### config.mk
export PLATFORM = sky130hd
export DESIGN_NAME = pm_frame_checksum_accumulator_top
export DESIGN_NICKNAME = d
export VERILOG_FILES = /design/src/pfca_pkg.sv /design/src/pfca_front.sv /design/src/pfca_queue.sv /design/src/pfca_back.sv /design/src/pm_frame_checksum_accumulator_top.sv
export VERILOG_INCLUDE_DIRS = /design/src /design/src/src
export SDC_FILE = /design/constraint.sdc
export NUM_CORES = 1
export LEC_CHECK = 0
export BUFFER_PORTS_ARGS = -buffer_cell sky130_fd_sc_hd__buf_2
export CAP_MARGIN = 20
export CORE_UTILIZATION = 66
export DETAILED_ROUTE_END_ITERATION = 16
export PLACE_DENSITY = 0.86
export SYNTH_ARGS = -nofsm -noshare
export SYNTH_HDL_FRONTEND = slang
export SYNTH_SLANG_ARGS = --single-unit
### constraint.sdc
create_clock -name i_clk -period 23.4 [get_ports i_clk]
set_clock_uncertainty 0.2 [all_clocks]
set_input_delay 1.17 -clock i_clk [delete_from_list [all_inputs] [get_ports i_clk]]
set_output_delay 1.17 -clock i_clk [all_outputs]
set_load 0.02 [all_outputs]
### src/pm_frame_checksum_accumulator_top_macros.svh
// -----------------------------------------------------------------------------
// Assertion macros for the frame checksum accumulator
// Immediate-consequence and next-cycle checks on the i_clk domain.
// -----------------------------------------------------------------------------
`ifndef PM_FRAME_CHECKSUM_ACCUMULATOR_TOP_MACROS_SVH
`define PM_FRAME_CHECKSUM_ACCUMULATOR_TOP_MACROS_SVH

// Check that cons holds in the same cycle as ante.
`define PFCA_ASSERT_SAME(label, ante, cons, msg) \
    label: assert property (@(posedge i_clk) disable iff (!i_rst_n) (ante) |-> (cons)) \
        else $error(msg);

// Check that cons holds in the cycle after ante.
`define PFCA_ASSERT_NEXT(label, ante, cons, msg) \
    label: assert property (@(posedge i_clk) disable iff (!i_rst_n) (ante) |=> (cons)) \
        else $error(msg);

`endif

### src/pfca_pkg.sv
// -----------------------------------------------------------------------------
// pfca_pkg
// Shared types and constants of the frame checksum accumulator.
// -----------------------------------------------------------------------------
package pfca_pkg;

    localparam int FRAME_BYTES = 29;
    localparam int POS_W       = 6;
    localparam int PM_W        = 16;
    localparam int SUM_W       = 24;
    localparam int CNT_W       = 8;
    localparam int FRAC_W      = 4;
    localparam int MEAN_W      = 20;
    localparam int DIV_BITS    = SUM_W + FRAC_W;
    localparam int DIV_CW      = $clog2(DIV_BITS);
    localparam int QUEUE_DEPTH = 2;
    localparam int QUEUE_AW    = $clog2(QUEUE_DEPTH);

    localparam logic [POS_W-1:0] LAST_POS = POS_W'(FRAME_BYTES - 1);
    localparam logic [POS_W-1:0] ID_OFS   = POS_W'(2);
    localparam logic [POS_W-1:0] PM1_OFS  = POS_W'(10);
    localparam logic [POS_W-1:0] PM25_OFS = POS_W'(12);
    localparam logic [POS_W-1:0] PM10_OFS = POS_W'(14);

    typedef enum logic [1:0] {
        OP_BYTE  = 2'd0,
        OP_ABORT = 2'd1,
        OP_CLOSE = 2'd2
    } t_op;

    typedef enum logic [1:0] {
        FS_ACCEPTED = 2'd0,
        FS_MISMATCH = 2'd1,
        FS_ABORTED  = 2'd2
    } t_status;

    typedef enum logic {
        KIND_STATUS  = 1'b0,
        KIND_SUMMARY = 1'b1
    } t_kind;

    typedef enum logic [1:0] {
        CMD_GOOD  = 2'd0,
        CMD_BAD   = 2'd1,
        CMD_ABORT = 2'd2,
        CMD_CLOSE = 2'd3
    } t_cmd_op;

    // Command from the front end to the back end.
    typedef struct packed {
        t_cmd_op                op;
        logic [PM_W-1:0]        sensor_id;
        logic [2:0][PM_W-1:0]   pm;
    } t_cmd;

    // One result beat.
    typedef struct packed {
        t_kind                  kind;
        t_status                status;
        logic [PM_W-1:0]        sensor_id;
        logic [CNT_W-1:0]       samples;
        logic [2:0][MEAN_W-1:0] mean;
        logic [2:0][PM_W-1:0]   peak;
    } t_result;

endpackage

### src/pfca_front.sv
// -----------------------------------------------------------------------------
// pfca_front
// Frame parser: tracks byte position and checksum, captures the sensor number
// and PM values, and issues one command per item that yields a result.
// -----------------------------------------------------------------------------
module pfca_front (
    input  logic                  i_clk,
    input  logic                  i_rst_n,
    input  logic                  i_accept,
    input  logic [1:0]            i_operation,
    input  logic [7:0]            i_data_byte,
    output logic                  o_push,
    output pfca_pkg::t_cmd        o_cmd
);
    import pfca_pkg::*;

    logic [POS_W-1:0]      r_pos;
    logic [7:0]            r_sum;
    logic [3:0][PM_W-1:0]  r_pend;

    logic [POS_W-1:0]      w_pos_even;
    logic                  w_hit;
    logic [1:0]            w_slot;
    logic                  w_emit;
    logic                  w_advance;
    logic                  w_clear;
    t_cmd_op               w_op;

    // Map the even byte of a value pair to its pending slot.
    always_comb begin
        w_pos_even = {r_pos[POS_W-1:1], 1'b0};
        w_hit      = 1'b1;
        w_slot     = 2'd0;
        if (w_pos_even == ID_OFS) begin
            w_slot = 2'd0;
        end else if (w_pos_even == PM1_OFS) begin
            w_slot = 2'd1;
        end else if (w_pos_even == PM25_OFS) begin
            w_slot = 2'd2;
        end else if (w_pos_even == PM10_OFS) begin
            w_slot = 2'd3;
        end else begin
            w_hit = 1'b0;
        end
    end

    always_comb begin
        w_emit    = 1'b0;
        w_advance = 1'b0;
        w_clear   = 1'b0;
        w_op      = CMD_CLOSE;
        case (t_op'(i_operation))
            OP_BYTE: begin
                if (r_pos < LAST_POS) begin
                    w_advance = 1'b1;
                end else begin
                    w_emit  = 1'b1;
                    w_clear = 1'b1;
                    w_op    = (i_data_byte == r_sum) ? CMD_GOOD : CMD_BAD;
                end
            end
            OP_ABORT: begin
                if (r_pos != '0) begin
                    w_emit  = 1'b1;
                    w_clear = 1'b1;
                    w_op    = CMD_ABORT;
                end
            end
            OP_CLOSE: begin
                w_emit = 1'b1;
                w_op   = CMD_CLOSE;
            end
            default: begin
            end
        endcase
    end

    assign o_push          = i_accept && w_emit;
    assign o_cmd.op        = w_op;
    assign o_cmd.sensor_id = r_pend[0];
    assign o_cmd.pm        = {r_pend[3], r_pend[2], r_pend[1]};

    always_ff @(posedge i_clk) begin
        if (!i_rst_n) begin
            r_pos  <= '0;
            r_sum  <= '0;
            r_pend <= '0;
        end else if (i_accept) begin
            if (w_advance) begin
                if (w_hit) begin
                    if (!r_pos[0]) begin
                        r_pend[w_slot][15:8] <= i_data_byte;
                    end else begin
                        r_pend[w_slot][7:0] <= i_data_byte;
                    end
                end
                r_sum <= r_sum + i_data_byte;
                r_pos <= r_pos + POS_W'(1);
            end else if (w_clear) begin
                r_pos <= '0;
                r_sum <= '0;
            end
        end
    end

endmodule

### src/pfca_queue.sv
// -----------------------------------------------------------------------------
// pfca_queue
// Short command queue between the frame parser and the window engine.
// -----------------------------------------------------------------------------
module pfca_queue (
    input  logic                  i_clk,
    input  logic                  i_rst_n,
    input  logic                  i_push,
    input  pfca_pkg::t_cmd        i_cmd,
    input  logic                  i_pop,
    output logic                  o_full,
    output logic                  o_empty,
    output pfca_pkg::t_cmd        o_head
);
    import pfca_pkg::*;

    t_cmd                  r_mem [QUEUE_DEPTH];
    logic [QUEUE_AW-1:0]   r_wr;
    logic [QUEUE_AW-1:0]   r_rd;
    logic [QUEUE_AW:0]     r_cnt;

    assign o_full  = (r_cnt == (QUEUE_AW + 1)'(QUEUE_DEPTH));
    assign o_empty = (r_cnt == '0);
    assign o_head  = r_mem[r_rd];

    always_ff @(posedge i_clk) begin
        if (i_push) begin
            r_mem[r_wr] <= i_cmd;
        end
    end

    always_ff @(posedge i_clk) begin
        if (!i_rst_n) begin
            r_wr  <= '0;
            r_rd  <= '0;
            r_cnt <= '0;
        end else begin
            if (i_push) begin
                r_wr <= r_wr + QUEUE_AW'(1);
            end
            if (i_pop) begin
                r_rd <= r_rd + QUEUE_AW'(1);
            end
            case ({i_push, i_pop})
                2'b10:   r_cnt <= r_cnt + (QUEUE_AW + 1)'(1);
                2'b01:   r_cnt <= r_cnt - (QUEUE_AW + 1)'(1);
                default: r_cnt <= r_cnt;
            endcase
        end
    end

endmodule

### src/pfca_back.sv
// -----------------------------------------------------------------------------
// pfca_back
// Window engine: applies frame verdicts to the window sums and peaks, and on
// close runs a bit-serial divider for the three means before reporting.
// -----------------------------------------------------------------------------
module pfca_back (
    input  logic                  i_clk,
    input  logic                  i_rst_n,
    input  logic                  i_q_empty,
    input  pfca_pkg::t_cmd        i_cmd,
    output logic                  o_q_pop,
    input  logic                  i_pop,
    output logic                  o_valid,
    output pfca_pkg::t_result     o_result
);
    import pfca_pkg::*;

    typedef enum logic [2:0] {
        BS_IDLE = 3'b001,
        BS_DIV  = 3'b010,
        BS_DONE = 3'b100
    } t_bstate;

    t_bstate                  r_state;
    logic                     r_out_valid;
    t_result                  r_out;

    logic [2:0][SUM_W-1:0]    r_sum;
    logic [2:0][PM_W-1:0]     r_peak;
    logic [CNT_W-1:0]         r_count;
    logic [PM_W-1:0]          r_id;

    logic [2:0][DIV_BITS-1:0] r_num;
    logic [2:0][7:0]          r_rem;
    logic [CNT_W-1:0]         r_den;
    logic [DIV_CW-1:0]        r_step;
    logic [PM_W-1:0]          r_snap_id;
    logic [2:0][PM_W-1:0]     r_snap_peak;

    logic                     w_out_free;
    logic                     w_take;
    logic                     w_not_sat;
    logic [2:0][DIV_BITS-1:0] w_num_nx;
    logic [2:0][7:0]          w_rem_nx;
    logic [8:0]               w_rem_sh [3];
    logic                     w_ge [3];
    t_result                  w_status_res;
    t_result                  w_summary;

    assign w_out_free = !r_out_valid || i_pop;
    assign w_take     = (r_state == BS_IDLE) && !i_q_empty && w_out_free;
    assign w_not_sat  = (r_count != {CNT_W{1'b1}});
    assign o_q_pop    = w_take;
    assign o_valid    = r_out_valid;
    assign o_result   = r_out;

    // One restoring-division step per lane.
    always_comb begin
        for (int i = 0; i < 3; i++) begin
            w_rem_sh[i] = {r_rem[i], r_num[i][DIV_BITS-1]};
            w_ge[i]     = (w_rem_sh[i] >= {1'b0, r_den});
            w_rem_nx[i] = w_ge[i] ? 8'(w_rem_sh[i] - {1'b0, r_den}) : w_rem_sh[i][7:0];
            w_num_nx[i] = {r_num[i][DIV_BITS-2:0], w_ge[i]};
        end
    end

    always_comb begin
        w_status_res      = '0;
        w_status_res.kind = KIND_STATUS;
        case (i_cmd.op)
            CMD_GOOD:  w_status_res.status = FS_ACCEPTED;
            CMD_BAD:   w_status_res.status = FS_MISMATCH;
            CMD_ABORT: w_status_res.status = FS_ABORTED;
            default:   w_status_res.status = FS_ACCEPTED;
        endcase

        w_summary           = '0;
        w_summary.kind      = KIND_SUMMARY;
        w_summary.status    = FS_ACCEPTED;
        w_summary.sensor_id = r_snap_id;
        w_summary.samples   = r_den;
        w_summary.peak      = r_snap_peak;
        for (int i = 0; i < 3; i++) begin
            w_summary.mean[i] = (r_den == '0) ? '0 : r_num[i][MEAN_W-1:0];
        end
    end

    // Control and window state.
    always_ff @(posedge i_clk) begin
        if (!i_rst_n) begin
            r_state     <= BS_IDLE;
            r_out_valid <= 1'b0;
            r_sum       <= '0;
            r_peak      <= '0;
            r_count     <= '0;
            r_id        <= '0;
            r_step      <= '0;
        end else begin
            if (i_pop) begin
                r_out_valid <= 1'b0;
            end
            case (r_state)
                BS_IDLE: begin
                    if (w_take) begin
                        case (i_cmd.op)
                            CMD_GOOD: begin
                                r_id <= i_cmd.sensor_id;
                                for (int i = 0; i < 3; i++) begin
                                    if (w_not_sat) begin
                                        r_sum[i] <= r_sum[i] + SUM_W'(i_cmd.pm[i]);
                                    end
                                    if (i_cmd.pm[i] > r_peak[i]) begin
                                        r_peak[i] <= i_cmd.pm[i];
                                    end
                                end
                                if (w_not_sat) begin
                                    r_count <= r_count + CNT_W'(1);
                                end
                                r_out_valid <= 1'b1;
                            end
                            CMD_BAD, CMD_ABORT: begin
                                r_out_valid <= 1'b1;
                            end
                            CMD_CLOSE: begin
                                // snapshot is taken in the datapath block; drop window
                                r_sum   <= '0;
                                r_peak  <= '0;
                                r_count <= '0;
                                r_id    <= '0;
                                r_step  <= '0;
                                r_state <= BS_DIV;
                            end
                            default: begin
                            end
                        endcase
                    end
                end
                BS_DIV: begin
                    r_step <= r_step + DIV_CW'(1);
                    if (r_step == DIV_CW'(DIV_BITS - 1)) begin
                        r_state <= BS_DONE;
                    end
                end
                BS_DONE: begin
                    if (w_out_free) begin
                        r_out_valid <= 1'b1;
                        r_state     <= BS_IDLE;
                    end
                end
                default: r_state <= BS_IDLE;
            endcase
        end
    end

    // Datapath: result register, divider and summary snapshot.
    always_ff @(posedge i_clk) begin
        case (r_state)
            BS_IDLE: begin
                if (w_take) begin
                    if (i_cmd.op == CMD_CLOSE) begin
                        for (int i = 0; i < 3; i++) begin
                            r_num[i] <= {r_sum[i], {FRAC_W{1'b0}}};
                            r_rem[i] <= '0;
                        end
                        r_den       <= r_count;
                        r_snap_id   <= r_id;
                        r_snap_peak <= r_peak;
                    end else begin
                        r_out <= w_status_res;
                    end
                end
            end
            BS_DIV: begin
                r_num <= w_num_nx;
                r_rem <= w_rem_nx;
            end
            BS_DONE: begin
                if (w_out_free) begin
                    r_out <= w_summary;
                end
            end
            default: begin
            end
        endcase
    end

endmodule

### src/pm_frame_checksum_accumulator_top.sv
// -----------------------------------------------------------------------------
// pm_frame_checksum_accumulator_top
// Particle-sensor frame checker with window statistics.
// -----------------------------------------------------------------------------
// Input channel: push/full. Each beat carries i_operation (frame byte, abort,
// close) and i_data_byte. A beat is taken when push is high and full is low.
// Result channel: empty/pop. The oldest result sits on the o_* ports while
// empty is low and leaves on a rising edge with pop high.
// A frame byte that is not the last of its frame yields no result. The last
// byte, an abort of a partial frame and a close each yield one result.
// Path: each beat's command passes through the command queue to the window
// engine, which writes a frame status into the result register; a close first
// runs the 28-step bit-serial divider that computes the three means side by
// side. Throughput: one beat per cycle while full is low; the 2-entry command
// queue between the parser and the window engine absorbs commands while a
// summary divides, and full rises only when that queue fills.
// Reset (synchronous, active low) clears the frame position, checksum, window
// sums, peaks, count and sensor number, and empties queue and result register.
// When the receiver stalls, the result register holds, the queue fills, and
// full then holds off the sender; no result is lost or repeated.
// -----------------------------------------------------------------------------
module pm_frame_checksum_accumulator_top (
    input  logic        i_clk,
    input  logic        i_rst_n,
    input  logic        push,
    output logic        full,
    input  logic [1:0]  i_operation,
    input  logic [7:0]  i_data_byte,
    output logic        empty,
    input  logic        pop,
    output logic        o_kind,
    output logic [1:0]  o_frame_status,
    output logic [15:0] o_sensor_id,
    output logic [7:0]  o_samples_in_window,
    output logic [19:0] o_pm1_mean,
    output logic [15:0] o_pm1_peak,
    output logic [19:0] o_pm25_mean,
    output logic [15:0] o_pm25_peak,
    output logic [19:0] o_pm10_mean,
    output logic [15:0] o_pm10_peak
);
    import pfca_pkg::*;

    logic    w_accept;
    logic    w_q_push;
    logic    w_q_full;
    logic    w_q_pop;
    logic    w_q_empty;
    t_cmd    w_front_cmd;
    t_cmd    w_q_head;
    logic    w_out_valid;
    t_result w_result;
    logic    w_status_pop;
    logic    w_status_out;
    logic    w_status_clean;

    // Take a beat only while the command queue has room.
    assign w_accept = push && !w_q_full;
    assign full     = w_q_full;

    pfca_front u_front (
        .i_clk       (i_clk),
        .i_rst_n     (i_rst_n),
        .i_accept    (w_accept),
        .i_operation (i_operation),
        .i_data_byte (i_data_byte),
        .o_push      (w_q_push),
        .o_cmd       (w_front_cmd)
    );

    pfca_queue u_queue (
        .i_clk   (i_clk),
        .i_rst_n (i_rst_n),
        .i_push  (w_q_push),
        .i_cmd   (w_front_cmd),
        .i_pop   (w_q_pop),
        .o_full  (w_q_full),
        .o_empty (w_q_empty),
        .o_head  (w_q_head)
    );

    pfca_back u_back (
        .i_clk     (i_clk),
        .i_rst_n   (i_rst_n),
        .i_q_empty (w_q_empty),
        .i_cmd     (w_q_head),
        .o_q_pop   (w_q_pop),
        .i_pop     (pop && w_out_valid),
        .o_valid   (w_out_valid),
        .o_result  (w_result)
    );

    // Unpack the result register onto the field ports.
    assign empty               = !w_out_valid;
    assign o_kind              = w_result.kind;
    assign o_frame_status      = w_result.status;
    assign o_sensor_id         = w_result.sensor_id;
    assign o_samples_in_window = w_result.samples;
    assign o_pm1_mean          = w_result.mean[0];
    assign o_pm1_peak          = w_result.peak[0];
    assign o_pm25_mean         = w_result.mean[1];
    assign o_pm25_peak         = w_result.peak[1];
    assign o_pm10_mean         = w_result.mean[2];
    assign o_pm10_peak         = w_result.peak[2];

    // Terms for the checks below.
    assign w_status_pop   = w_q_pop && (w_q_head.op != CMD_CLOSE);
    assign w_status_out   = !empty && (o_kind == KIND_STATUS);
    assign w_status_clean = (o_sensor_id == '0) && (o_samples_in_window == '0);

`include "pm_frame_checksum_accumulator_top_macros.svh"

    `PFCA_ASSERT_SAME(a_queue_no_overflow, w_q_push, !w_q_full, "push into full queue")
    `PFCA_ASSERT_SAME(a_queue_no_underflow, w_q_pop, !w_q_empty, "pop from empty queue")
    `PFCA_ASSERT_NEXT(a_status_follows_cmd, w_status_pop, !empty, "status result missing")
    `PFCA_ASSERT_SAME(a_status_fields_zero, w_status_out, w_status_clean, "status with window data")

endmodule

-- Yosys cells after proc, flatten, opt, wreduce, memory -nomap -nowiden
Memory sizes are Yosys's and may differ from the RTL's. A register that Yosys moved wholly into a read port is not among the register bits.
Index checks and enable logic that the tools add are counted.
- input bits: 14
- memories: 1
- ROM bits: 0
- output and inout bits: 137
- bits in latches: 0
- bits in writable memories: 132
- flip-flop bits (word level): 550
- memory list (name ; depth ; width ; read ports ; clocked after Yosys merged registers in ; wr ports ; line ; source):
    u_queue.r_mem ; 2 ; 66 ; 1 ; 1 ; 1 ; pfca_queue.sv:17 ; t_cmd r_mem [QUEUE_DEPTH];
- magnitude comparators: 9
- $mul: 0
- add/subtract/negate cells: 14
- equality and inequality tests: 27
- multiplexer cells: 75
- bitwise operators: 0
- div/mod/pow operators: 0
- reductions and logical operators: 32
- shift-type cells: 0
- operator list (kind ; count):
    two-way mux 135 bit ; 3
    one-hot mux 135 bit (2 select lines) ; 1
    two-way mux 84 bit ; 2
    one-hot mux 84 bit (2 select lines) ; 1
    one-hot mux 72 bit (2 select lines) ; 1
    bitwise mux 64 bit ; 2
    two-way mux 24 bit ; 5
    one-hot mux 48 bit (2 select lines) ; 1
    adder 24 x 16 -> 24 bit ; 3
    demux 16 bit (select 2 bit) ; 2
    two-way mux 16 bit ; 4
    two-way mux 64 bit ; 1
    two-way mux 20 bit ; 3
    two-way mux 8 bit ; 7
    > comparator 16 bit ; 3
    one-hot mux 24 bit (2 select lines) ; 1
    one-hot mux 16 bit (2 select lines) ; 1
    >= comparator 9 x 8 -> 1 bit ; 3
    AND reduction 4 bit ; 6
    subtractor 8 bit ; 3
    two-way mux 1 bit ; 18
    one-hot mux 8 bit (2 select lines) ; 1
    == test 5 x 3 -> 1 bit, second input constant ; 3
    two-way mux 3 bit ; 4
    other kinds (39) ; 78

-- Logic depth before layout (Yosys ltp)
Gate-level depths: netlist (run 1).
- depth in word-level cells: 11
- mapped depth: 14
- mapped depth without buffers: 13

-- By module
A second synthesis (run 1) with hierarchy kept.
- cell total of the unflattened synthesis: 2634
- area total of the unflattened synthesis: 31053.5 um^2
- modules (own cells, without submodules) (module ; cells an instance ; area each (um^2) ; times used):
    pfca_back ; 2061 ; 22490.3 ; 1
    pfca_queue ; 227 ; 4968.5 ; 1
    pfca_front ; 343 ; 3570.9 ; 1
    pm_frame_checksum_accumulator_top ; 3 ; 23.8 ; 1

-- Worst setup path after synthesis (run 1)
OpenSTA, ideal clock, no wires.
- path type: reg-to-reg
- start point: register (tool-made name)
- end point: register u_back.r_out (netlist bit u_back.o_result[0]), enable pin
- setup time: 0.676 ns
- path buffers: 4
- path slack: 14.181 ns
- data arrival time: 8.343 ns
- period minus slack after synthesis: 9.219 ns
- stages on the path, launching flop included: 9
- cell sequence: dfxtp_1 > clkbuf_1 > buf_1 > mux2i_1 > inv_1 > ha_1 > clkbuf_1 > clkbuf_1 > o22ai_1
- RTL lines (item ; line ; source):
    end signal, assigned ; pfca_back.sv:169 ; r_out <= w_status_res;
    end signal, assigned ; pfca_back.sv:179 ; r_out <= w_summary;
    end, declared ; pfca_back.sv:26 ; t_result r_out;

==> flow_results.org, run 1 <==
** Setup path
- The number of cells on the worst reg-to-reg path is 11.
- Startpoint type of the worst setup path :: register
- Of all nets on the critical path, the largest fanout is 66.
- STA classifies the critical path endpoint as a register.
- By startpoint and endpoint, the worst setup path is classified as register to register.
- The worst register-to-register path ends at u_back.r_sum[37].
- For the worst setup path, the data required time is 23700 ps.
- At the worst endpoint, the arrival time is 5310 ps.
- In this run the worst setup path terminates at u_back.r_sum[37].
- Reg-to-reg setup timing slack :: 18390 ps

** Synth
- Net count after synthesis :: 2779
- Synthesis produced a netlist whose cell count is 2621.
- Yosys printed 0 warnings.
- Sequential cell area fraction in the yosys report :: 59.44%
- The synthesized design contains 683 register bits.
- Post-synth ARST share :: 0%
- Among all flip-flop cells after synthesis, the most frequent one is sky130_fd_sc_hd__edfxtp_1.
- Post-Synthesis Cell Area :: 30530 um2
- Top cell type by total area after synthesis :: sky130_fd_sc_hd__edfxtp_1
- Proportion of netlist area held by the largest area contributor :: 43.97%
- Synthesized area per cell :: 11.65 um2
- After synthesis, the netlist uses 72 different library cells.
- In the post-synthesis netlist, the biggest area contributors are sky130_fd_sc_hd__edfxtp_1 44%, sky130_fd_sc_hd__dfxtp_1 15%, sky130_fd_sc_hd__ha_1 5.6%.
- Number of synthesized flops with an enable pin :: 447

** Cells and area
- Commonest non-fill, non-tap cell in the layout :: sky130_fd_sc_hd__edfxtp_1
- After filler insertion, the fill cell instance count of the layout stands at 2871.
- Final core utilization :: 75.10%
- Post-Layout Inst Area :: 34160 um2
- After the flow finishes, the layout carries non-filler instances totaling 3401.
- Of the cells placed in the final design, the portion with a size suffix greater than 1 is 13.00%.
- The repair_antennas step left the layout with diodes totalling 0.
- From synthesis to final layout, the design area changed by 11.88%.
- In the layout the commonest cells are 447 x sky130_fd_sc_hd__edfxtp_1, 378 x sky130_fd_sc_hd__nand2_1, 234 x sky130_fd_sc_hd__dfxtp_1.
- After the last flow step, the layout net total stands at 2903.

** Clock network
- TritonCTS clock tree :: done
- Clock transition at the registers of the reported paths :: 70 ps
- Hold_buf cts :: 0
- The number of clock buffers added by TritonCTS is 68.
- CTS built an H-tree with a depth of 3.
- Clock sinks :: 683
- Clock tree synthesis selected as its root buffer the cell sky130_fd_sc_hd__clkbuf_16.
- The number of setup buffers added after CTS is 0.
- The number of gates resized after CTS was 0.
- Maximum root-to-sink buffer count :: 3
- Clock latency on the worst-skew pair, taken at its later pin, is 620 ps.

** Placed design
- After detailed placement, the total cell area comes to 31810 um2.
- Placer congestion estimate :: 0.9328
- Setup slack after placement :: 18410 ps
- Placed wire-length estimate after detailed placement :: 45.10 mm
- Number of I/O port buffers :: 150
- Placed insts :: 3272

** GRT
- The number of global-route vias before repair is 20200.
- GRT overflow :: 0
- Number of antenna violations at the first check in global routing :: 0
- GR Util All Layers :: 29.15%
- Global-route wire length before repair :: 107.4 mm
- Entering global routing, the biggest net connects 97 pins.

** Floorplanning
- 151 I/O pins were placed.
- Chip height :: 217.1 um
- In this run the core area contains 78 standard-cell rows.
- Die width :: 217.1 um
- The die covers 47120 um2.
- Total core area :: 45480 um2
- For this configuration, the core starts out at a cell density of 67.13%.

** Power
- Power spread over the standard cell area amounts to 106.7 nW/um2.
- Clock share of power :: 30.2%
- Proportion of power drawn by combinational gates :: 24.4%
- The worst-case IR drop observed on VDD is 0.09267 mV.
- Of the total power, the share spent switching nets is 31.45%.
- Static leakage power :: 13.51 nW
- For this design the total switching power over the nets is 1.146 mW.
- After layout, the design draws a total of 3.644 mW.
- Internal power :: 2.498 mW
- The share of total power dissipated in sequential elements is 45.4%.

** Route
- Total number of vias :: 20420
- After detailed routing, the number of remaining DRC violations is 0.
- In the final routed layout, each cell accounts on average for 20.19 um.
- Final wirelength :: 68.65 mm
- Vias per cell :: 6.004
- The detailed router finished its first iteration with 1720 violations.
- Final ANT Viol Nets :: 0
- Drt first pass iters :: 6

** Run
- Max-cap violations in this run came to 0.

** Timing
- Tightest hold margin :: 232.5 ps
- Setup repair after global routing missed its margin :: no
- Count of final hold-check violations :: 0
- Setup-failing EPs final :: 0
- The worst pin sits at a relative slew slack of 25.98%.
- After routing, the total negative slack on setup checks comes to 0 ps.
- Final period demand of the worst path :: 5014 ps
- In the finished design, the share of the clock period the worst path needs comes to 21.43%.
- Slew Viols, Final :: 0
- Highest clock rate :: 199.4 MHz
- Post-layout worst setup margin :: 18390 ps
- Actual slew at the worst max-slew pin :: 1107 ps

** Run status
- The run finished with clean final reports.

** Min path
- In this run the worst hold path is classified as register to register.
state kept, by name, indices dropped and copies added (netlist names), 16 cells and up, named ones only:
register            count
u_back.r_num           84
u_back.r_peak          48
u_back.r_snap_id       16
u_back.r_snap_peak     48
u_queue.r_mem         132
u_front.o_cmd          64
u_back.r_id            16
u_back.r_sum           72
u_back.o_result       135
u_back.r_rem           24
worst max-delay path, stage by stage (launching register included):
cell and delay [ps]:
sky130_fd_sc_hd__dfxtp_2 320, sky130_fd_sc_hd__buf_4 740, sky130_fd_sc_hd__mux2i_1 310, sky130_fd_sc_hd__inv_1 200
sky130_fd_sc_hd__ha_2 180, sky130_fd_sc_hd__buf_4 490, sky130_fd_sc_hd__nor2_1 210, sky130_fd_sc_hd__or3_1 380
sky130_fd_sc_hd__buf_4 290, sky130_fd_sc_hd__nor2_2 600, sky130_fd_sc_hd__nand2_1 510, sky130_fd_sc_hd__o41ai_1 440
metal layers:
metal	part of all wire [%]	global-route usage (%)
met1	41	38.40
met4	3.2	11.57
met5	0	0
met2	49	48.49
met3	6.6	4.654
cell type report:
type                       instances  area (um2)  area share, %
tap                              600       750.7          2.198
clock buffer                      90        1888          5.528
sequential                       683       18150          53.14
inverter                          90       337.8         0.9890
clock inverter                    36       377.9          1.106
timing repair buffer             174       993.5          2.909
multi-input combinational       1728       11660          34.13
how the worst min path moves through the flow:
stage	cells after the start	start	to	slack [ps]
floorplan	0	u_back.r_peak[10]	u_back.r_snap_peak[10]	210
global placement	0	u_back.r_id[14]	u_back.r_snap_id[14]	220
detailed placement	0	u_back.r_id[13]	u_back.r_snap_id[13]	220
CTS	0	u_back.r_id[13]	u_back.r_snap_id[13]	230
global route	0	u_back.r_id[6]	u_back.r_snap_id[6]	240
finish	0	u_back.r_id[13]	u_back.r_snap_id[13]	230
power groups by stage:
stage	Combinational [mW]	Sequential (mW)	Clock (mW)
6_report	0.890	1.65	1.10
5_1_grt	0.969	1.67	1.16
4_1_cts	0.882	1.65	1.11
3_5_place_dp	0.868	1.68	0
3_3_place_gp	0.827	1.67	0
2_1_floorplan	0.602	1.72	0
cells in the mapped netlist (12+ instances only):
cell type,count
sky130_fd_sc_hd__nor2_1,97
sky130_fd_sc_hd__a21boi_0,28
sky130_fd_sc_hd__nand3_1,45
sky130_fd_sc_hd__nor3_1,43
sky130_fd_sc_hd__dfxtp_1,236
sky130_fd_sc_hd__xor2_1,41
sky130_fd_sc_hd__and3_1,83
sky130_fd_sc_hd__or3_1,12
sky130_fd_sc_hd__edfxtp_1,447
sky130_fd_sc_hd__o21ai_0,74
sky130_fd_sc_hd__nand2_1,378
sky130_fd_sc_hd__nor2b_1,118
sky130_fd_sc_hd__mux2i_1,124
sky130_fd_sc_hd__a21oi_1,80
sky130_fd_sc_hd__o31ai_1,23
sky130_fd_sc_hd__mux2_2,47
sky130_fd_sc_hd__and2_1,94
sky130_fd_sc_hd__nand2b_1,31
sky130_fd_sc_hd__nand4_1,29
sky130_fd_sc_hd__xnor2_1,44
sky130_fd_sc_hd__o21a_1,18
sky130_fd_sc_hd__a22oi_1,21
sky130_fd_sc_hd__inv_1,90
sky130_fd_sc_hd__clkbuf_1,105
sky130_fd_sc_hd__a21o_1,42
sky130_fd_sc_hd__ha_1,137
cells by family after synthesis:
kind of cell | after synthesis | synth area share [%]
AOI/OAI and AO/OA | 352 | 7.566
muxes | 171 | 5.799
buffers and inverters | 210 | 2.615
adders and majority gates | 144 | 6.074
xor gates and xnor gates | 85 | 2.439
and+or+nand+nor | 976 | 16.07
DFF | 683 | 59.44
Power figures use the tool's default switching activity.
==> run 2: changes to the inputs <==
CORE_UTILIZATION = 61   (was 66)
PLACE_DENSITY = 0.8   (was 0.86)
clock period = 4.72 ns   (was 23.4 ns; I/O delays follow)
==> flow_results.org, run 2 (same netlist as run 1, synthesis figures left out) <==
** Run status
- The flow ran to the end, and the final reports show no timing, DRC or antenna violations.

** Floorplanning
- Chip height :: 225.7 um (+4.0%)
- Core Rows :: 81 (+3.8%)
- The core area was 49150 um2 (+8.1%).
- I/O pin count :: 151 (unchanged)
- The effective utilization at floorplan was 62.11% (-5.0 points).
- Die ar. :: 50950 um2 (+8.1%)
- Die width :: 225.7 um (+4.0%)

** Route
- The number of optimization iterations in the first detailed-route pass is 7 (+1).
- The vias after detailed routing is 20310 (-0.54%).
- The DRC marker count from the first detailed-route iteration came to 1543 (-10%).
- The routed length per instance came to 19.15 um (-5.1%).
- The total wire length is 66.84 mm (-2.6%).
- The remaining routing DRC violations is 0 (unchanged).
- Vias per cell :: 5.819 (-3.1%)
- Final ANT Viol Nets :: 0 (unchanged)

** GRT
- The pin count of the biggest net entering global routing was 88 (-9.3%).
- The number of global-route vias before repair is 19590 (-3.0%).
- Number of antenna violations at the first check in global routing :: 0 (unchanged)
- The final global-route overflow total was 0 (unchanged).
- The total routing resource utilization after global routing came to 26.35% (-2.8 points).
- Global-route wire length before repair :: 104.2 mm (-3.0%)

** Placed design
- The number of port buffers is 150 (unchanged).
- The instance area at placement came to 32090 um2 (+0.88%).
- The routability congestion estimate was 0.9900 (+6.1%).
- Placed wire-length estimate after detailed placement :: 45.32 mm (+0.50%)

** Cells and area
- Count of filler cells inserted in the layout :: 3352 (+17%)
- Post-Layout Inst Area :: 34510 um2 (+1.0%)
- Antenna cells :: 0 (unchanged)
- Relative to the synthesized area, the layout overhead comes to 13.02%.
- The share of final-layout standard cells stronger than drive strength 1 was 13.06% (+0.062 points).
- The library cell used most frequently in the layout, excluding fill and tap cells, is sky130_fd_sc_hd__edfxtp_1.
- Top library cells by usage in the layout, fill and taps aside :: 447 x sky130_fd_sc_hd__edfxtp_1, 378 x sky130_fd_sc_hd__nand2_1, 234 x sky130_fd_sc_hd__dfxtp_1
- Number of flip-flops in the largest register :: 135 (unchanged)
- The total number of nets in the final design came to 2931 (+0.96%).

** Clock network
- The post-cts repair resize count came to 0 (unchanged).
- Clock sinks :: 683 (unchanged)
- The clock-pin slew on the worst setup and hold paths came to 60 ps (about the same).
- Maximum root-to-sink buffer count :: 3 (unchanged)
- Count of buffers added by post-CTS timing repair for setup :: 0 (unchanged)
- The insertion delay of the later-clocked pin in the worst-skew pair was 600 ps (-20 ps).
- The maximum level of the CTS H-tree came to 3 (unchanged).
- The cell sitting at the root of the clock tree is a sky130_fd_sc_hd__clkbuf_16.
- The hold buffer count at cts was 13 (+13).
- The total clock buffers created by CTS came to 70 (+2.9%).
- TritonCTS built the clock tree.

** Timing
- The final count of pins violating max slew was 0 (unchanged).
- Share of the clock period used by the worst path :: 82.76% (+61 points)
- The maximum clock frequency is 256.0 MHz (+28%).
- Setup repair after global routing missed its margin :: no
- The final number of setup-violating endpoints was 0 (unchanged).
- The slew at the pin with the worst max-slew slack is 1049 ps (-57.79 ps).
- The time the final worst path needs with I/O delays and setup is 3906 ps (-1108 ps).
- Relative slew slack :: 30.04% (+4.1 points)
- Setup_tns :: 0 ps (unchanged)
- The total count of hold-check failures in the final report is 0 (unchanged).

** Power
- Clock share of power :: 29.5% (-0.7 points)
- The reported net switching power was 5.623 mW (+390%).
- Static leakage power :: 13.63 nW (+0.92%)
- The power density over the cells was 526.5 nW/um2 (+390%).
- The net switching share of the total power came to 30.95% (-0.51 points).
- The sequential fraction of design power is 45.1% (-0.3 points).
- The cell internal power dissipation was 12.55 mW (+400%).
- Proportion of power drawn by combinational gates :: 25.4% (+1.0 points)
- The maximum vdd ir drop came to 0.2890 mV (+210%).

** Setup path
- Reg-to-reg setup timing slack :: 810 ps (-17570 ps)
- The worst setup path is launched from a register.
- Highest fanout seen on the critical path :: 18 (-73%)
- The critical path in this run is classified as register to register.
- Crit. End Element :: register
- The arrival time at the worst endpoint is 4200 ps (-1110 ps).
- The number of cells traversed by the worst register-to-register path is 11 (unchanged).
- In this run the critical register-to-register path is captured at u_back.r_peak[47].
- Required time reported for the critical path endpoint :: 5010 ps (-18690 ps)

** Min path
- Min-delay worst type :: register to register
- For hold timing, the worst endpoint is u_back.r_snap_id[15].
- The cell count of the worst hold path was 0 (unchanged).
- Hold Path Origin :: u_back.r_id[15]

** Run
- Max-capacitance violation count :: 0 (unchanged)
run 2: changes by cell type in the layout (fill, tap and decap cells not counted), sizes merged:
cell / before / now
clkinvlp: 4 / 2
inv: 94 / 90
clkinv: 22 / 13
buf: 174 / 187
clkbuf: 90 / 106
bufinv: 6 / 4
dlygate4sd3: 0 / 13
run 2: worst max-delay path: stages, from the launching register on:
cell                       delay (ps)
sky130_fd_sc_hd__dfxtp_2          500
sky130_fd_sc_hd__buf_4            340
sky130_fd_sc_hd__mux2_2           420
sky130_fd_sc_hd__ha_1             320
sky130_fd_sc_hd__and3_1           220
sky130_fd_sc_hd__nand4_1          130
sky130_fd_sc_hd__nor2_1           130
sky130_fd_sc_hd__o21ai_0           90
sky130_fd_sc_hd__and4b_1          210
sky130_fd_sc_hd__o211ai_1          90
sky130_fd_sc_hd__nand3_1          750
sky130_fd_sc_hd__mux2i_1          420
run 2: through the flow:
stage | power [mW] | instances | hold slack [ps] | utilization, % | setup WS (ps)
6_report | 18.17 | 3490 | 233.1 | 70.20 | 813.7
5_1_grt | 18.97 | 3490 | 241.5 | 70.20 | 630.2
3_5_place_dp | 12.82 | 3350 | 213.7 | 65.28 | 839.0
3_3_place_gp | 12.60 | 3350 | 216.7 | 65.28 | 1037
2_1_floorplan | 11.38 | 2621 | 208.2 | - | 54.73
4_1_cts | 18.20 | 3488 | 190.3 | 70.09 | 825.6
run 2: worst max-delay path by stage:
stage / from / cells past startpoint / slack, ps / end
detailed placement: register / 11 / 840 / u_back.r_sum[42]
finish: register / 11 / 810 / u_back.r_peak[47]
floorplan: u_front.r_pos[0] / 7 / 50 / u_queue.r_mem[0][0]
CTS: register / 11 / 830 / u_back.r_sum[42]
global route: register / 11 / 630 / u_back.r_peak[38]
global placement: register / 11 / 1040 / u_back.r_sum[42]
run 2: area by class of cell:
| cell class | instances | area, um2 | area share, % |
|---|---|---|---|
| clock buffer | 106 | 2033 | 5.892 |
| tap | 664 | 830.8 | 2.408 |
| inverter | 90 | 337.8 | 0.9790 |
| multi-input combinational | 1728 | 11650 | 33.78 |
| timing repair buffer | 200 | 1301 | 3.771 |
| sequential | 683 | 18150 | 52.60 |
| clock inverter | 19 | 197.7 | 0.5729 |
run 2: routing by layer:
metal	routed length, um	vias to the layer above	part of all wire, %	global-route usage [%]
li1	-	9621	-	-
met1	28480	9843	43	34.58
met2	31760	705	48	43.04
met3	4416	140	6.6	5.087
met4	2183	0	3.3	10.69
met5	0	-	0	0
run 2: power by group through the flow:
| stage | registers [mW] | logic [mW] | clock network [mW] |
|---|---|---|---|
| finish | 8.19 | 4.61 | 5.37 |
| global route | 8.29 | 5.01 | 5.67 |
| CTS | 8.19 | 4.56 | 5.45 |
| detailed placement | 8.30 | 4.51 | 0 |
| global placement | 8.26 | 4.34 | 0 |
| floorplan | 8.38 | 3.01 | 0 |
==> run 3: changes to the inputs <==
ABC_AREA = 1   (was default)
CORE_UTILIZATION = 56   (was 61)
PLACE_DENSITY = 0.78   (was 0.8)
clock period = 3.3 ns   (was 4.72 ns; I/O delays follow)
==> flow_results.org, run 3 <==
** Synth
- Combinational family with the most area after synthesis :: simple AND/OR/NAND/NOR gates
- Proportion of netlist area held by the largest area contributor :: 43.30% (-0.67 points)
- After synthesis, the cell types taking the most area are sky130_fd_sc_hd__edfxtp_1 43%, sky130_fd_sc_hd__dfxtp_1 15%, sky130_fd_sc_hd__nand2_1 8.4%.
- The sequential area share after synthesis was 58.54% (-0.90 points).
- The synthesized netlist net count is 3484 (+25%).
- The distinct cell type count after synthesis came to 51 (-29%).
- The synthesized area per cell came to 9.320 um2 (-20%).
- The post-synthesis share of cell area spent on xor and xnor gates came to 1.130% (-1.3 points).
- By instance count, the leading cell after synthesis is sky130_fd_sc_hd__nand2_1.
- After synthesis, the most frequently instantiated cells are 694 x sky130_fd_sc_hd__nand2_1, 447 x sky130_fd_sc_hd__edfxtp_1, 402 x sky130_fd_sc_hd__nor2_1.
- Top cell type by total area after synthesis :: sky130_fd_sc_hd__edfxtp_1
- The synthesized-area fraction occupied by ao, oa, aoi and oai cells is 10.45% (+2.9 points).
- The async set-reset flop share out of synthesis was 0% (unchanged).
- Mux contribution to synthesized area :: 0% (-5.8 points)
- Top_reg_cell synth :: sky130_fd_sc_hd__edfxtp_1
- The post-synthesis cell area came to 31000 um2 (+1.5%).
- Post-synthesis share of cell area spent on and, or, nand and nor gates :: 17.43% (+1.4 points)
- Synth Instances :: 3326 (+27%)
- Register bit count reported by yosys :: 683 (unchanged)
- Number of synthesized flops with an enable pin :: 447 (unchanged)
- Count of synthesis-stage warnings from yosys :: 0 (unchanged)
- The fraction of the mapped netlist area in adder cells was 5.982% (-0.092 points).

** Placed design
- The routability congestion estimate came to 0.9544 (-3.6%).
- Placed wire-length estimate after detailed placement :: 46.89 mm (+3.4%)
- The number of port buffers is 150 (unchanged).

** Floorplanning
- Chip height :: 237.3 um (+5.1%)
- The width of the chip was 237.3 um (+5.1%).
- Starting density of the core :: 57.15% (-5.0 points)
- Die ar. :: 56300 um2 (+11%)
- The number of standard-cell rows in the floorplan is 85 (+4.9%).
- I/O pin count :: 151 (unchanged)
- The core area came to 54240 um2 (+10%).

** Route
- Final ANT Viol Nets :: 0 (unchanged)
- First DRT Iteration DRCs :: 1919 (+24%)
- The remaining routing DRC violations is 0 (unchanged).
- Routed wire per std cell :: 16.52 um (-14%)
- The total wire length is 70.12 mm (+4.9%).
- The vias after detailed routing was 22900 (+13%).
- The number of vias per cell after detailed routing came to 5.394 (-7.3%).
- Drt first pass iters :: 5 (-2)

** Run
- The max-cap violation count came to 0 (unchanged).

** Setup path
- In this run the critical register-to-register path is captured at u_back.r_peak[44].
- The maximum fanout count along the critical path is 20 (+2).
- The critical path goes through inv_2 -> buf_4 -> buf_4 -> nand2_1 -> nand2_1 -> ha_1 -> a21oi_1 -> o21ai_0 -> a21oi_1 -> nand2_1 -> nand2_1 -> nand2_1 -> nand2_1 -> nand2_1 -> nand2_1 -> nor2_1.
- Among all stages on the critical path, the largest delay is contributed by sky130_fd_sc_hd__dfxtp_2.
- Number of cells on the worst reg-to-reg path :: 16 (+5)
- The critical path data required time came to 3590 ps (-1420 ps).
- The most numerous cell type found on the critical path is sky130_fd_sc_hd__nand2_1.
- Startpoint type of the worst setup path :: register
- Crit path DAT :: 3350 ps (-850 ps)
- The critical path is of the register to register type.
- Reg-to-reg setup timing slack :: 240 ps (-570 ps)
- The worst setup path is captured at a register.
- The longest individual stage delay on the worst path is 330 ps (-420 ps).

** GRT
- Largest net degree at the start of global routing :: 133 (+51%)
- The global-route wire length before repair was 112.2 mm (+7.6%).
- Number of antenna violations at the first check in global routing :: 0 (unchanged)
- GR Util All Layers :: 25.10% (-1.3 points)
- GRT overflow :: 0 (unchanged)
- The number of global-route vias before repair was 21630 (+10%).

** Clock network
- The buffer count from post-CTS setup fixing came to 0 (unchanged).
- Skew-Pair Late Insertion Delay :: 610 ps (about the same)
- TritonCTS built the clock tree.
- Clock root buffer :: sky130_fd_sc_hd__clkbuf_16
- Maximum root-to-sink buffer count :: 3 (unchanged)
- The maximum level of the CTS H-tree was 3 (unchanged).
- The total clock buffers created by CTS is 70 (unchanged).
- The clock-pin slew on the worst setup and hold paths was 60 ps (about the same).
- Clock sinks :: 683 (unchanged)

** Cells and area
- In the layout the commonest cells are 694 x sky130_fd_sc_hd__nand2_1, 447 x sky130_fd_sc_hd__edfxtp_1, 398 x sky130_fd_sc_hd__nor2_1.
- The share of final-layout standard cells stronger than drive strength 1 was 10.45% (-2.6 points).
- Leaving out fill and tap cells, the most frequent cell in the layout is sky130_fd_sc_hd__nand2_1.
- The area growth from synthesis to layout is 13.69%.
- The total number of nets in the final design came to 3651 (+25%).
- Number of flip-flops in the largest register :: 135 (unchanged)
- Final core utilization :: 64.98% (-5.2 points)
- Antenna cells :: 0 (unchanged)

** Timing
- Setup repair after global routing left no endpoint under its margin.
- The final count of pins violating max slew was 0 (unchanged).
- The share of the clock period used by the worst path is 92.73% (+10 points).
- The maximum clock frequency is 326.8 MHz (+28%).
- The total count of hold-check failures in the final report is 0 (unchanged).
- Setup-failing EPs final :: 0 (unchanged)
- The setup total negative slack is 0 ps (unchanged).
- The slew at the pin with the worst max-slew slack is 724.4 ps (-325.0 ps).
- The worst relative slew slack came to 51.71% (+22 points).
- The time the final worst path needs with I/O delays and setup is 3060 ps (-846.2 ps).

** Power
- The leakage dissipation was 14.35 nW (+5.3%).
- Switch Pwr :: 11.02 mW (+96%)
- Clock share of power :: 26.3% (-3.2 points)
- VDD IR-drop max :: 0.6463 mV (+120%)
- The power density over the cells is 878.2 nW/um2 (+67%).
- Net switching fraction of the power :: 35.61% (+4.7 points)
- The power share of the combinational group was 31.6% (+6.2 points).
- The cell internal power dissipation is 19.93 mW (+59%).
- Register share of total power :: 42.1% (-3.0 points)

** Min path
- The worst hold path begins at u_back.r_id[10].
- The path with the worst hold slack has its endpoint at u_back.r_snap_id[10].
- The path class of the tightest hold or removal check is register to register.
- The cell count of the worst hold path was 0 (unchanged).

** Run status
- The run finished with clean final reports.
[run 3: cell count changes in the layout (fill, tap and decap cells not counted), moves of 124 or more]
| cell | change |
|---|---|
| sky130_fd_sc_hd__a21oi_1 | +250 |
| sky130_fd_sc_hd__nand2_1 | +316 |
| sky130_fd_sc_hd__inv_1 | +292 |
| sky130_fd_sc_hd__o21ai_0 | +149 |
| sky130_fd_sc_hd__mux2i_1 | -124 |
| sky130_fd_sc_hd__nor2_1 | +304 |
[run 3: area by class of cell]
type                            instances  area, um2
Fill cell                            4263      19000
Multi-Input combinational cell       2127      10930
Clock inverter                         34      412.9
Sequential cell                       683      18150
Timing Repair Buffer                  215       1423
Tap cell                              696      870.8
Clock buffer                           94       1954
Inverter                              396       1501
[run 3: logic make-up after synthesis]
family,after synthesis
and+or+nand+nor,1322
DFF,683
AOI/OAI and AO/OA,621
buffers and inverters,516
adders and majority gates,144
xor gates and xnor gates,40
[run 3: critical path: cells and delay by family (launching register included)]
kind / cells / cell delay [ps]
simple gates: 9 / 1140
buf+inv: 3 / 590
compound gates: 3 / 370
fa+ha+maj: 1 / 310
flops: 1 / 330
[run 3: metal layers]
| layer | vias up | share of wire, % | global-route usage [%] |
|---|---|---|---|
| met2 | 652 | 47 | 40.86 |
| met3 | 107 | 5.9 | 3.693 |
| li1 | 11410 | - | - |
| met5 | - | 0 | 0 |
| met1 | 10730 | 45 | 34.65 |
| met4 | 0 | 2.2 | 8.211 |
[run 3: power by group through the flow]
stage	logic [mW]	registers [mW]	clock network, mW
2_1_floorplan	5.76	13.7	0
3_3_place_gp	9.48	13.2	0
3_5_place_dp	9.65	13.2	0
4_1_cts	9.75	13.0	8.25
5_1_grt	10.9	13.2	8.61
6_report	9.77	13.0	8.14
[run 3: timing repair]
| action | in CTS | in global routing |
|---|---|---|
| hold buffers | 16 | 0 |
| endpoints found under the setup margin | 0 | 10 |
| hold endpoints to repair | 194 | 0 |
| gates resized for setup | 0 | 2 |
[run 3: per-stage QoR]
stage | hold slack [ps] | instances | instance area (um2) | power, mW | worst slack [ps]
final | 232.1 | 4245 | 35240 | 30.95 | 239.8
after floorplan | 141.0 | 3326 | 31100 | 19.45 | -2206
after global routing | 239.3 | 4245 | 35240 | 32.73 | 3.896
after CTS | 226.2 | 4245 | 35240 | 31.04 | 196.0
after global placement | 208.1 | 4101 | 32710 | 22.64 | 292.8
after detailed placement | 216.6 | 4101 | 32710 | 22.84 | 258.8
[run 3: worst max-delay path by stage]
stage | from | slack, ps | depth (start not counted) | to
floorplan | register | -2210 | 11 | u_back.o_result[0]
global placement | register | 290 | 16 | u_back.r_peak[32]
detailed placement | register | 260 | 19 | u_back.r_sum[18]
CTS | register | 200 | 13 | u_back.r_peak[13]
global route | register | 4 | 13 | u_back.r_sum[45]
finish | register | 240 | 16 | u_back.r_peak[44]
